### config.mk
export PLATFORM = sky130hd
export DESIGN_NAME = glos_walker
export DESIGN_NICKNAME = d
export VERILOG_FILES = /design/src/sv/glos_pkg.sv /design/src/sv/glos_walker.sv
export VERILOG_INCLUDE_DIRS = /design/src /design/src/sv
export SDC_FILE = /design/constraint.sdc
export NUM_CORES = 1
export LEC_CHECK = 0
export ABC_AREA = 1
export BUFFER_PORTS_ARGS = -buffer_cell sky130_fd_sc_hd__buf_4
export CORE_UTILIZATION = 50
export CTS_CLUSTER_SIZE = 28
export DETAILED_ROUTE_END_ITERATION = 16
export GPL_ROUTABILITY_DRIVEN = 0
export GPL_TIMING_DRIVEN = 0
export PLACE_DENSITY = 0.82
export RECOVER_POWER = 25
export SLEW_MARGIN = 15
export SYNTH_ARGS = -nofsm -noshare
export SYNTH_HDL_FRONTEND = slang
export SYNTH_SLANG_ARGS = --single-unit
### constraint.sdc
create_clock -name clk -period 16.95 [get_ports clk]
set_input_delay 3.39 -clock clk [delete_from_list [all_inputs] [get_ports clk]]
set_output_delay 3.39 -clock clk [all_outputs]
set_load 0.02 [all_outputs]
### src/sv/grid_line_of_sight_core_macros.svh
// Assertion macros shared by the grid line-of-sight RTL.
// Define ASSERT_OFF to compile every check away; no other dependencies.
`ifndef GRID_LINE_OF_SIGHT_CORE_MACROS_SVH
`define GRID_LINE_OF_SIGHT_CORE_MACROS_SVH

`ifndef ASSERT_OFF

`define GLOS_ASSERT_IMPLIES(label, clk, rst_n, ante, cons) \
    label: assert property (@(posedge clk) disable iff (!rst_n) (ante) |-> (cons)) \
        else $error("grid line-of-sight: implication check failed");

`define GLOS_ASSERT_NEXT(label, clk, rst_n, ante, cons) \
    label: assert property (@(posedge clk) disable iff (!rst_n) (ante) |=> (cons)) \
        else $error("grid line-of-sight: next-cycle check failed");

`define GLOS_ASSERT_NEVER(label, clk, rst_n, expr) \
    label: assert property (@(posedge clk) disable iff (!rst_n) !(expr)) \
        else $error("grid line-of-sight: forbidden condition seen");

`else

`define GLOS_ASSERT_IMPLIES(label, clk, rst_n, ante, cons)

`define GLOS_ASSERT_NEXT(label, clk, rst_n, ante, cons)

`define GLOS_ASSERT_NEVER(label, clk, rst_n, expr)

`endif

`endif

### src/sv/glos_pkg.sv
// Shared types, constants and helpers for the grid line-of-sight core.
// No dependencies; every module of the block imports this package.
package glos_pkg;

    localparam int MAX_GRID_WIDTH  = 512;
    localparam int MAX_GRID_HEIGHT = 512;
    localparam int GRID_DEPTH      = MAX_GRID_WIDTH * MAX_GRID_HEIGHT;
    localparam int GRID_AW         = $clog2(GRID_DEPTH);

    localparam int COORD_W    = 9;
    localparam int COST_W     = 8;
    localparam int THR_W      = 9;
    localparam int SIZE_W     = 10;
    localparam int CFG_IDX_W  = 2;
    localparam int CFG_DATA_W = 10;

    localparam logic CMD_WRITE  = 1'b0;
    localparam logic CMD_QUERY  = 1'b1;
    localparam logic KIND_ACK   = 1'b0;
    localparam logic KIND_QUERY = 1'b1;

    localparam logic [CFG_IDX_W-1:0] CFG_THRESHOLD = 2'd0;
    localparam logic [CFG_IDX_W-1:0] CFG_WIDTH     = 2'd1;
    localparam logic [CFG_IDX_W-1:0] CFG_HEIGHT    = 2'd2;

    localparam logic [THR_W-1:0]  THRESHOLD_RESET = 9'd150;
    localparam logic [SIZE_W-1:0] SIZE_RESET      = 10'd512;

    typedef struct packed {
        logic               cmd;
        logic [COORD_W-1:0] cell_x;
        logic [COORD_W-1:0] cell_y;
        logic [COST_W-1:0]  cell_cost;
        logic [COORD_W-1:0] from_x;
        logic [COORD_W-1:0] from_y;
        logic [COORD_W-1:0] to_x;
        logic [COORD_W-1:0] to_y;
    } glos_item_t;

    typedef struct packed {
        logic answer_kind;
        logic in_sight;
    } glos_result_t;

    typedef struct packed {
        logic [THR_W-1:0]  threshold;
        logic [SIZE_W-1:0] eff_width;
        logic [SIZE_W-1:0] eff_height;
    } glos_cfg_t;

    typedef struct packed {
        logic               en0;
        logic [GRID_AW-1:0] addr0;
        logic               en1;
        logic [GRID_AW-1:0] addr1;
    } glos_rd_req_t;

    typedef struct packed {
        logic busy;
        logic done;
        logic in_sight;
    } glos_walk_status_t;

    typedef enum logic [1:0] {
        ST_IDLE,
        ST_SETUP,
        ST_RUN,
        ST_DRAIN
    } glos_state_t;

    // Row-major cell address; the multiply is by a constant.
    function automatic logic [GRID_AW-1:0] cell_addr(input logic [COORD_W-1:0] x,
                                                     input logic [COORD_W-1:0] y);
        cell_addr = GRID_AW'(GRID_AW'(y) * GRID_AW'(MAX_GRID_WIDTH) + GRID_AW'(x));
    endfunction

endpackage

### src/sv/glos_walker.sv
// Line walk sequencer: one step per cycle, up to two grid reads per step,
// cost compare in the next cycle. Depends on glos_pkg and the assertion macros.
`include "grid_line_of_sight_core_macros.svh"

module glos_walker
    import glos_pkg::*;
(
    input  logic              clk,
    input  logic              rst_n,
    input  logic              start,
    input  glos_item_t        item,
    input  glos_cfg_t         cfg,
    output glos_rd_req_t      rd_req,
    input  logic [COST_W-1:0] rd_data0,
    input  logic [COST_W-1:0] rd_data1,
    output glos_walk_status_t status
);

    glos_state_t state_reg, state_next;
    glos_item_t  qry_reg;

    // Walk state in major/minor axis terms.
    logic [COORD_W-1:0] p_reg, p_next;
    logic [COORD_W-1:0] q_reg, q_next;
    logic [COORD_W-1:0] p_end_reg, p_end_next;
    logic [COORD_W-1:0] dmaj_reg, dmaj_next;
    logic [COORD_W-1:0] dmin_reg, dmin_next;
    logic [COORD_W-1:0] err_reg, err_next;
    logic ymaj_reg, ymaj_next;
    logic maj_neg_reg, maj_neg_next;
    logic min_neg_reg, min_neg_next;
    logic pair_reg, pair_next;

    // Check stage, aligned with the read data.
    logic       chk_valid_reg, chk_valid_next;
    logic       chk_pair_reg;
    logic [1:0] chk_en_reg;
    logic [1:0] chk_inb_reg;

    // Setup terms.
    logic [COORD_W-1:0] dx_abs, dy_abs;
    logic               neg_x, neg_y, ymaj_s;

    // Step terms.
    logic [COORD_W:0]   e1, e2;
    logic               step_min;
    logic [COORD_W-1:0] q2, p_step;
    logic [COORD_W:0]   maj_c, min0_c, min1_c;
    logic [COORD_W:0]   x0_c, y0_c, x1_c, y1_c;
    logic [1:0]         iss_en, iss_inb;
    logic               issue;

    // Evaluation terms.
    logic blk0, blk1, blocked_e;

    function automatic logic in_bounds(input logic [COORD_W:0]  c,
                                       input logic [SIZE_W-1:0] lim);
        in_bounds = !c[COORD_W] && (c[COORD_W-1:0] != '0)
                    && (SIZE_W'(c[COORD_W-1:0]) < lim);
    endfunction

    always_comb
    begin
        neg_x  = qry_reg.to_x < qry_reg.from_x;
        neg_y  = qry_reg.to_y < qry_reg.from_y;
        dx_abs = neg_x ? qry_reg.from_x - qry_reg.to_x : qry_reg.to_x - qry_reg.from_x;
        dy_abs = neg_y ? qry_reg.from_y - qry_reg.to_y : qry_reg.to_y - qry_reg.from_y;
        ymaj_s = dx_abs < dy_abs;
    end

    always_comb
    begin
        e1       = {1'b0, err_reg} + {1'b0, dmin_reg};
        step_min = e1 >= {1'b0, dmaj_reg};
        e2       = step_min ? e1 - {1'b0, dmaj_reg} : e1;
        q2       = step_min ? (min_neg_reg ? q_reg - COORD_W'(1) : q_reg + COORD_W'(1))
                            : q_reg;
        p_step   = maj_neg_reg ? p_reg - COORD_W'(1) : p_reg + COORD_W'(1);

        // A negative step looks at the cell one below the corner.
        maj_c = {1'b0, p_reg} - {{COORD_W{1'b0}}, maj_neg_reg};
        if (pair_reg)
        begin
            min0_c = {1'b0, q_reg};
            min1_c = {1'b0, q_reg} - {{COORD_W{1'b0}}, 1'b1};
        end
        else
        begin
            min0_c = {1'b0, q_reg} - {{COORD_W{1'b0}}, min_neg_reg};
            min1_c = {1'b0, q2} - {{COORD_W{1'b0}}, min_neg_reg};
        end

        x0_c = ymaj_reg ? min0_c : maj_c;
        y0_c = ymaj_reg ? maj_c : min0_c;
        x1_c = ymaj_reg ? min1_c : maj_c;
        y1_c = ymaj_reg ? maj_c : min1_c;

        iss_en[0]  = pair_reg || step_min;
        iss_en[1]  = pair_reg || (e2 != '0);
        iss_inb[0] = in_bounds(x0_c, cfg.eff_width) && in_bounds(y0_c, cfg.eff_height);
        iss_inb[1] = in_bounds(x1_c, cfg.eff_width) && in_bounds(y1_c, cfg.eff_height);

        issue        = state_reg == ST_RUN;
        rd_req.en0   = issue && iss_en[0] && iss_inb[0];
        rd_req.en1   = issue && iss_en[1] && iss_inb[1];
        rd_req.addr0 = cell_addr(x0_c[COORD_W-1:0], y0_c[COORD_W-1:0]);
        rd_req.addr1 = cell_addr(x1_c[COORD_W-1:0], y1_c[COORD_W-1:0]);
    end

    always_comb
    begin
        blk0 = !chk_inb_reg[0] || ({1'b0, rd_data0} >= cfg.threshold);
        blk1 = !chk_inb_reg[1] || ({1'b0, rd_data1} >= cfg.threshold);
        if (chk_pair_reg)
        begin
            // Along an axis-parallel edge only both neighbors together block.
            blocked_e = chk_valid_reg && blk0 && blk1;
        end
        else
        begin
            blocked_e = chk_valid_reg
                        && ((chk_en_reg[0] && blk0) || (chk_en_reg[1] && blk1));
        end
    end

    always_comb
    begin
        state_next      = state_reg;
        p_next          = p_reg;
        q_next          = q_reg;
        p_end_next      = p_end_reg;
        dmaj_next       = dmaj_reg;
        dmin_next       = dmin_reg;
        err_next        = err_reg;
        ymaj_next       = ymaj_reg;
        maj_neg_next    = maj_neg_reg;
        min_neg_next    = min_neg_reg;
        pair_next       = pair_reg;
        chk_valid_next  = 1'b0;
        status.busy     = state_reg != ST_IDLE;
        status.done     = 1'b0;
        status.in_sight = 1'b0;

        unique case (state_reg)
            ST_IDLE:
            begin
                if (start)
                begin
                    state_next = ST_SETUP;
                end
            end
            ST_SETUP:
            begin
                p_next       = ymaj_s ? qry_reg.from_y : qry_reg.from_x;
                q_next       = ymaj_s ? qry_reg.from_x : qry_reg.from_y;
                p_end_next   = ymaj_s ? qry_reg.to_y : qry_reg.to_x;
                dmaj_next    = ymaj_s ? dy_abs : dx_abs;
                dmin_next    = ymaj_s ? dx_abs : dy_abs;
                maj_neg_next = ymaj_s ? neg_y : neg_x;
                min_neg_next = ymaj_s ? neg_x : neg_y;
                ymaj_next    = ymaj_s;
                pair_next    = ymaj_s ? (dx_abs == '0) : (dy_abs == '0);
                err_next     = '0;
                if ((dx_abs == '0) && (dy_abs == '0))
                begin
                    // Start equals end: nothing to check.
                    status.done     = 1'b1;
                    status.in_sight = 1'b1;
                    state_next      = ST_IDLE;
                end
                else
                begin
                    state_next = ST_RUN;
                end
            end
            ST_RUN:
            begin
                if (blocked_e)
                begin
                    status.done = 1'b1;
                    state_next  = ST_IDLE;
                end
                else
                begin
                    chk_valid_next = 1'b1;
                    p_next         = p_step;
                    q_next         = q2;
                    err_next       = e2[COORD_W-1:0];
                    if (p_step == p_end_reg)
                    begin
                        state_next = ST_DRAIN;
                    end
                end
            end
            ST_DRAIN:
            begin
                status.done     = 1'b1;
                status.in_sight = !blocked_e;
                state_next      = ST_IDLE;
            end
            default:
            begin
                state_next = ST_IDLE;
            end
        endcase
    end

    always_ff @(posedge clk or negedge rst_n)
    begin
        if (!rst_n)
        begin
            state_reg     <= ST_IDLE;
            chk_valid_reg <= 1'b0;
        end
        else
        begin
            state_reg     <= state_next;
            chk_valid_reg <= chk_valid_next;
        end
    end

    always_ff @(posedge clk)
    begin
        if (start && (state_reg == ST_IDLE))
        begin
            qry_reg <= item;
        end
        p_reg        <= p_next;
        q_reg        <= q_next;
        p_end_reg    <= p_end_next;
        dmaj_reg     <= dmaj_next;
        dmin_reg     <= dmin_next;
        err_reg      <= err_next;
        ymaj_reg     <= ymaj_next;
        maj_neg_reg  <= maj_neg_next;
        min_neg_reg  <= min_neg_next;
        pair_reg     <= pair_next;
        chk_pair_reg <= pair_reg;
        chk_en_reg   <= iss_en;
        chk_inb_reg  <= iss_inb;
    end

    `GLOS_ASSERT_NEXT(a_done_returns_idle, clk, rst_n, status.done, state_reg == ST_IDLE)
    `GLOS_ASSERT_IMPLIES(a_check_follows_run, clk, rst_n, chk_valid_reg, $past(state_reg == ST_RUN))
    `GLOS_ASSERT_IMPLIES(a_drain_has_check, clk, rst_n, state_reg == ST_DRAIN, chk_valid_reg)

endmodule

==> results.cfg <==
[outcome]
status = complete, but fails checks
violations = capacitance limit, slew limit

[synthesis]
yosysMostFrequentCell = nand2_1
synth_largest_area_cell = edfxtp_1
synth_top_area_share_pct = 27.7
avgSynthCellArea_sq_um = 7.54
yosys-top-cells-area = edfxtp_1 28%, ha_1 16%, nand2_1 10%
ys_async_sr_fraction_pct = 2.94
synth_area_sq_um = 10200
synth.distinct_cells = 58
synth_nets = 1601
synth_enable_flop_cells = 94
ys_seq_elements = 102
synthFlopType = edfxtp_1
syn_inst = 1353
synth-warning-count = 0
seq_area_frac_synth_pct = 29.4
synth_common_cells = 283 x nand2_1, 227 x inv_1, 129 x ha_1, 117 x o21ai_0, 94 x edfxtp_1

[cells_and_area]
fill_cells = 1741
areaGrowthSynthToFinish_pct = 15.9
largest_reg_flops = 36
n_antenna_cell = 0
layout.nets = 1739
drive_above_1_share_pct = 13.9

[worst_setup_path]
cp_common_cell = nand2_1
path_buf_inv = 7
r2r_end = chk_inb_reg[1]$_DFF_P_
reg2reg_depth = 40
r2r_start = dmin_reg[0]$_DFFE_PP_
slowest_stage = fa_1
critical-path-top-delay-family = simple AND/OR/NAND/NOR gates
cp.required_ps = 13560
crit_path_max_fanout = 10
max_stage_delay_ps = 410
reg2reg_slack_ps = 10710
start_kind = flip-flop
critical_path_class = flip-flop to primary output
critPathCaptureType = primary output
arrival_ps = 6740

[clock_tree]
cts_tree = done
cts_buffer_depth = 2
cts_root_buffer = clkbuf_16
post-cts-setup-buffers = 0
cts_hold_buf = 0
htreeDepth = 3
cts_buffers = 9
insertion_delay_ps = 360
cts_sinks = 102
cts_resized = 0
clk_pin_slew_ps = 70

[sta]
maxSlewViolCount = 31
setup_viol = 0
hold_viol = 0
rsz0062_at_grt = false
fin_setup_tns_ps = 0
final.min_clock_period_ps = 10130
max_freq_ghz = 0.0987
skew_ps = 9.23
max_slew_margin_pct = -5.03
worst_pin_slew_ps = 1580
period_share_pct = 59.8

[die]
die-area_sq_um = 21000
die_h_um = 145
start_util_pct = 51.7
ios = 152
fp-row-count = 51
dieWidth_um = 145
fp.coreArea_sq_um = 19700

[grt]
grt_overflow = 0
antenna_found_initial = 1
grt_pass1_wl_mm = 41.6
grt_max_degree = 31
grtUsageTotal_pct = 25.3
grt_pass1_vias = 8995

[worst_hold_path]
worstHoldPathCells = 0
hold_end = chk_pair_reg$_DFF_P_
hold_start = pair_reg$_DFFE_PP_
hold_class = flip-flop to flip-flop

[detailed_routing]
drt_wl_total_mm = 26.3
wire_per_inst_um = 15.0
ant_nets = 0
drt_iter0_markers = 851
drc = 0
drt_first_pass_iters = 6
via_count = 9674
avgViaCountPerCell = 5.49

[place]
dpl.hpwl_mm = 21.7
io_buffers = 124

[run]
maxCapViolations = 1
-- cells by family (layout without fill, tap and decap cells) --
| kind of cell | after synthesis | count (layout) | synth area share [%] |
|---|---|---|---|
| compound gates | 255 | 255 | 14.1 |
| simple gates | 530 | 530 | 23.2 |
| flops | 102 | 102 | 29.4 |
| xor+xnor | 58 | 58 | 4.98 |
| mux | 7 | 7 | 0.687 |
| buf+inv | 264 | 407 | 10.2 |
| fa+ha+maj | 137 | 137 | 17.4 |
-- stage by stage --
step / hold WS (ps) / cells / utilization [%] / area (sq um) / setup WS (ps)
floorplan: 347 / 1353 / - / 10200 / 7910
global placement: 404 / 1742 / 58.1 / 11500 / 7460
detailed placement: 420 / 1745 / 58.6 / 11600 / 7330
CTS: 441 / 1761 / 60.1 / 11800 / 6920
global route: 458 / 1761 / 59.9 / 11800 / 6290
finish: 450 / 1761 / 59.9 / 11800 / 6820
-- layer usage --
layer,track usage [%],up-vias,share of wire [%]
li1,-,4767,-
met2,45.0,403,48
met4,6.87,2,2.1
met5,1.50,-,0.046
met3,4.34,55,7.6
met1,31.4,4447,42
-- cell type report --
class	count	area, sq um	share of cell area (%)
Tap cell	265	332	2.81
Multi-Input combinational cell	987	6180	52.3
Sequential cell	102	3000	25.4
Clock buffer	9	225	1.91
Clock inverter	7	56.3	0.477
Inverter	231	870	7.36
Timing Repair Buffer	127	986	8.34
Buffer	33	168	1.42
-- placed cells by master (no fill, tap or decap), types with 5 or more instances in the layout --
master and count:
o21bai_1 6, o21ai_0 116, clkbuf_1 21, buf_2 7
mux2i_1 7, fa_1 8, o211ai_1 12, nor2_2 6
nand4_1 21, nand2_2 17, ha_1 129, a21oi_1 79
nand3_2 5, edfxtp_1 94, and2_1 5, inv_1 227
a31oi_1 5, dfxtp_1 5, xor2_1 37, a21oi_2 5
buf_4 102, nand2_1 283, xnor2_1 21, o221ai_1 9
clkbuf_16 9, nor2_1 86, nor3_1 12, nand3_1 71
clkbuf_4 25
-- how the worst max path moves through the flow --
stage / startpoint / end / slack (ps) / cells after the start
after floorplan: dmin_reg[0]$_DFFE_PP_ / rd_req[18] / 7910 / 38
after global placement: dmin_reg[0]$_DFFE_PP_ / rd_req[18] / 7460 / 41
after detailed placement: dmin_reg[0]$_DFFE_PP_ / rd_req[18] / 7330 / 39
after CTS: dmin_reg[0]$_DFFE_PP_ / rd_req[18] / 6920 / 39
after global routing: dmin_reg[0]$_DFFE_PP_ / rd_req[18] / 6290 / 41
final: dmin_reg[0]$_DFFE_PP_ / rd_req[18] / 6820 / 41
Power is left out: the tool's default activity adds up to more than one toggle a clock period on the data nets, which glitch-free logic cannot reach.
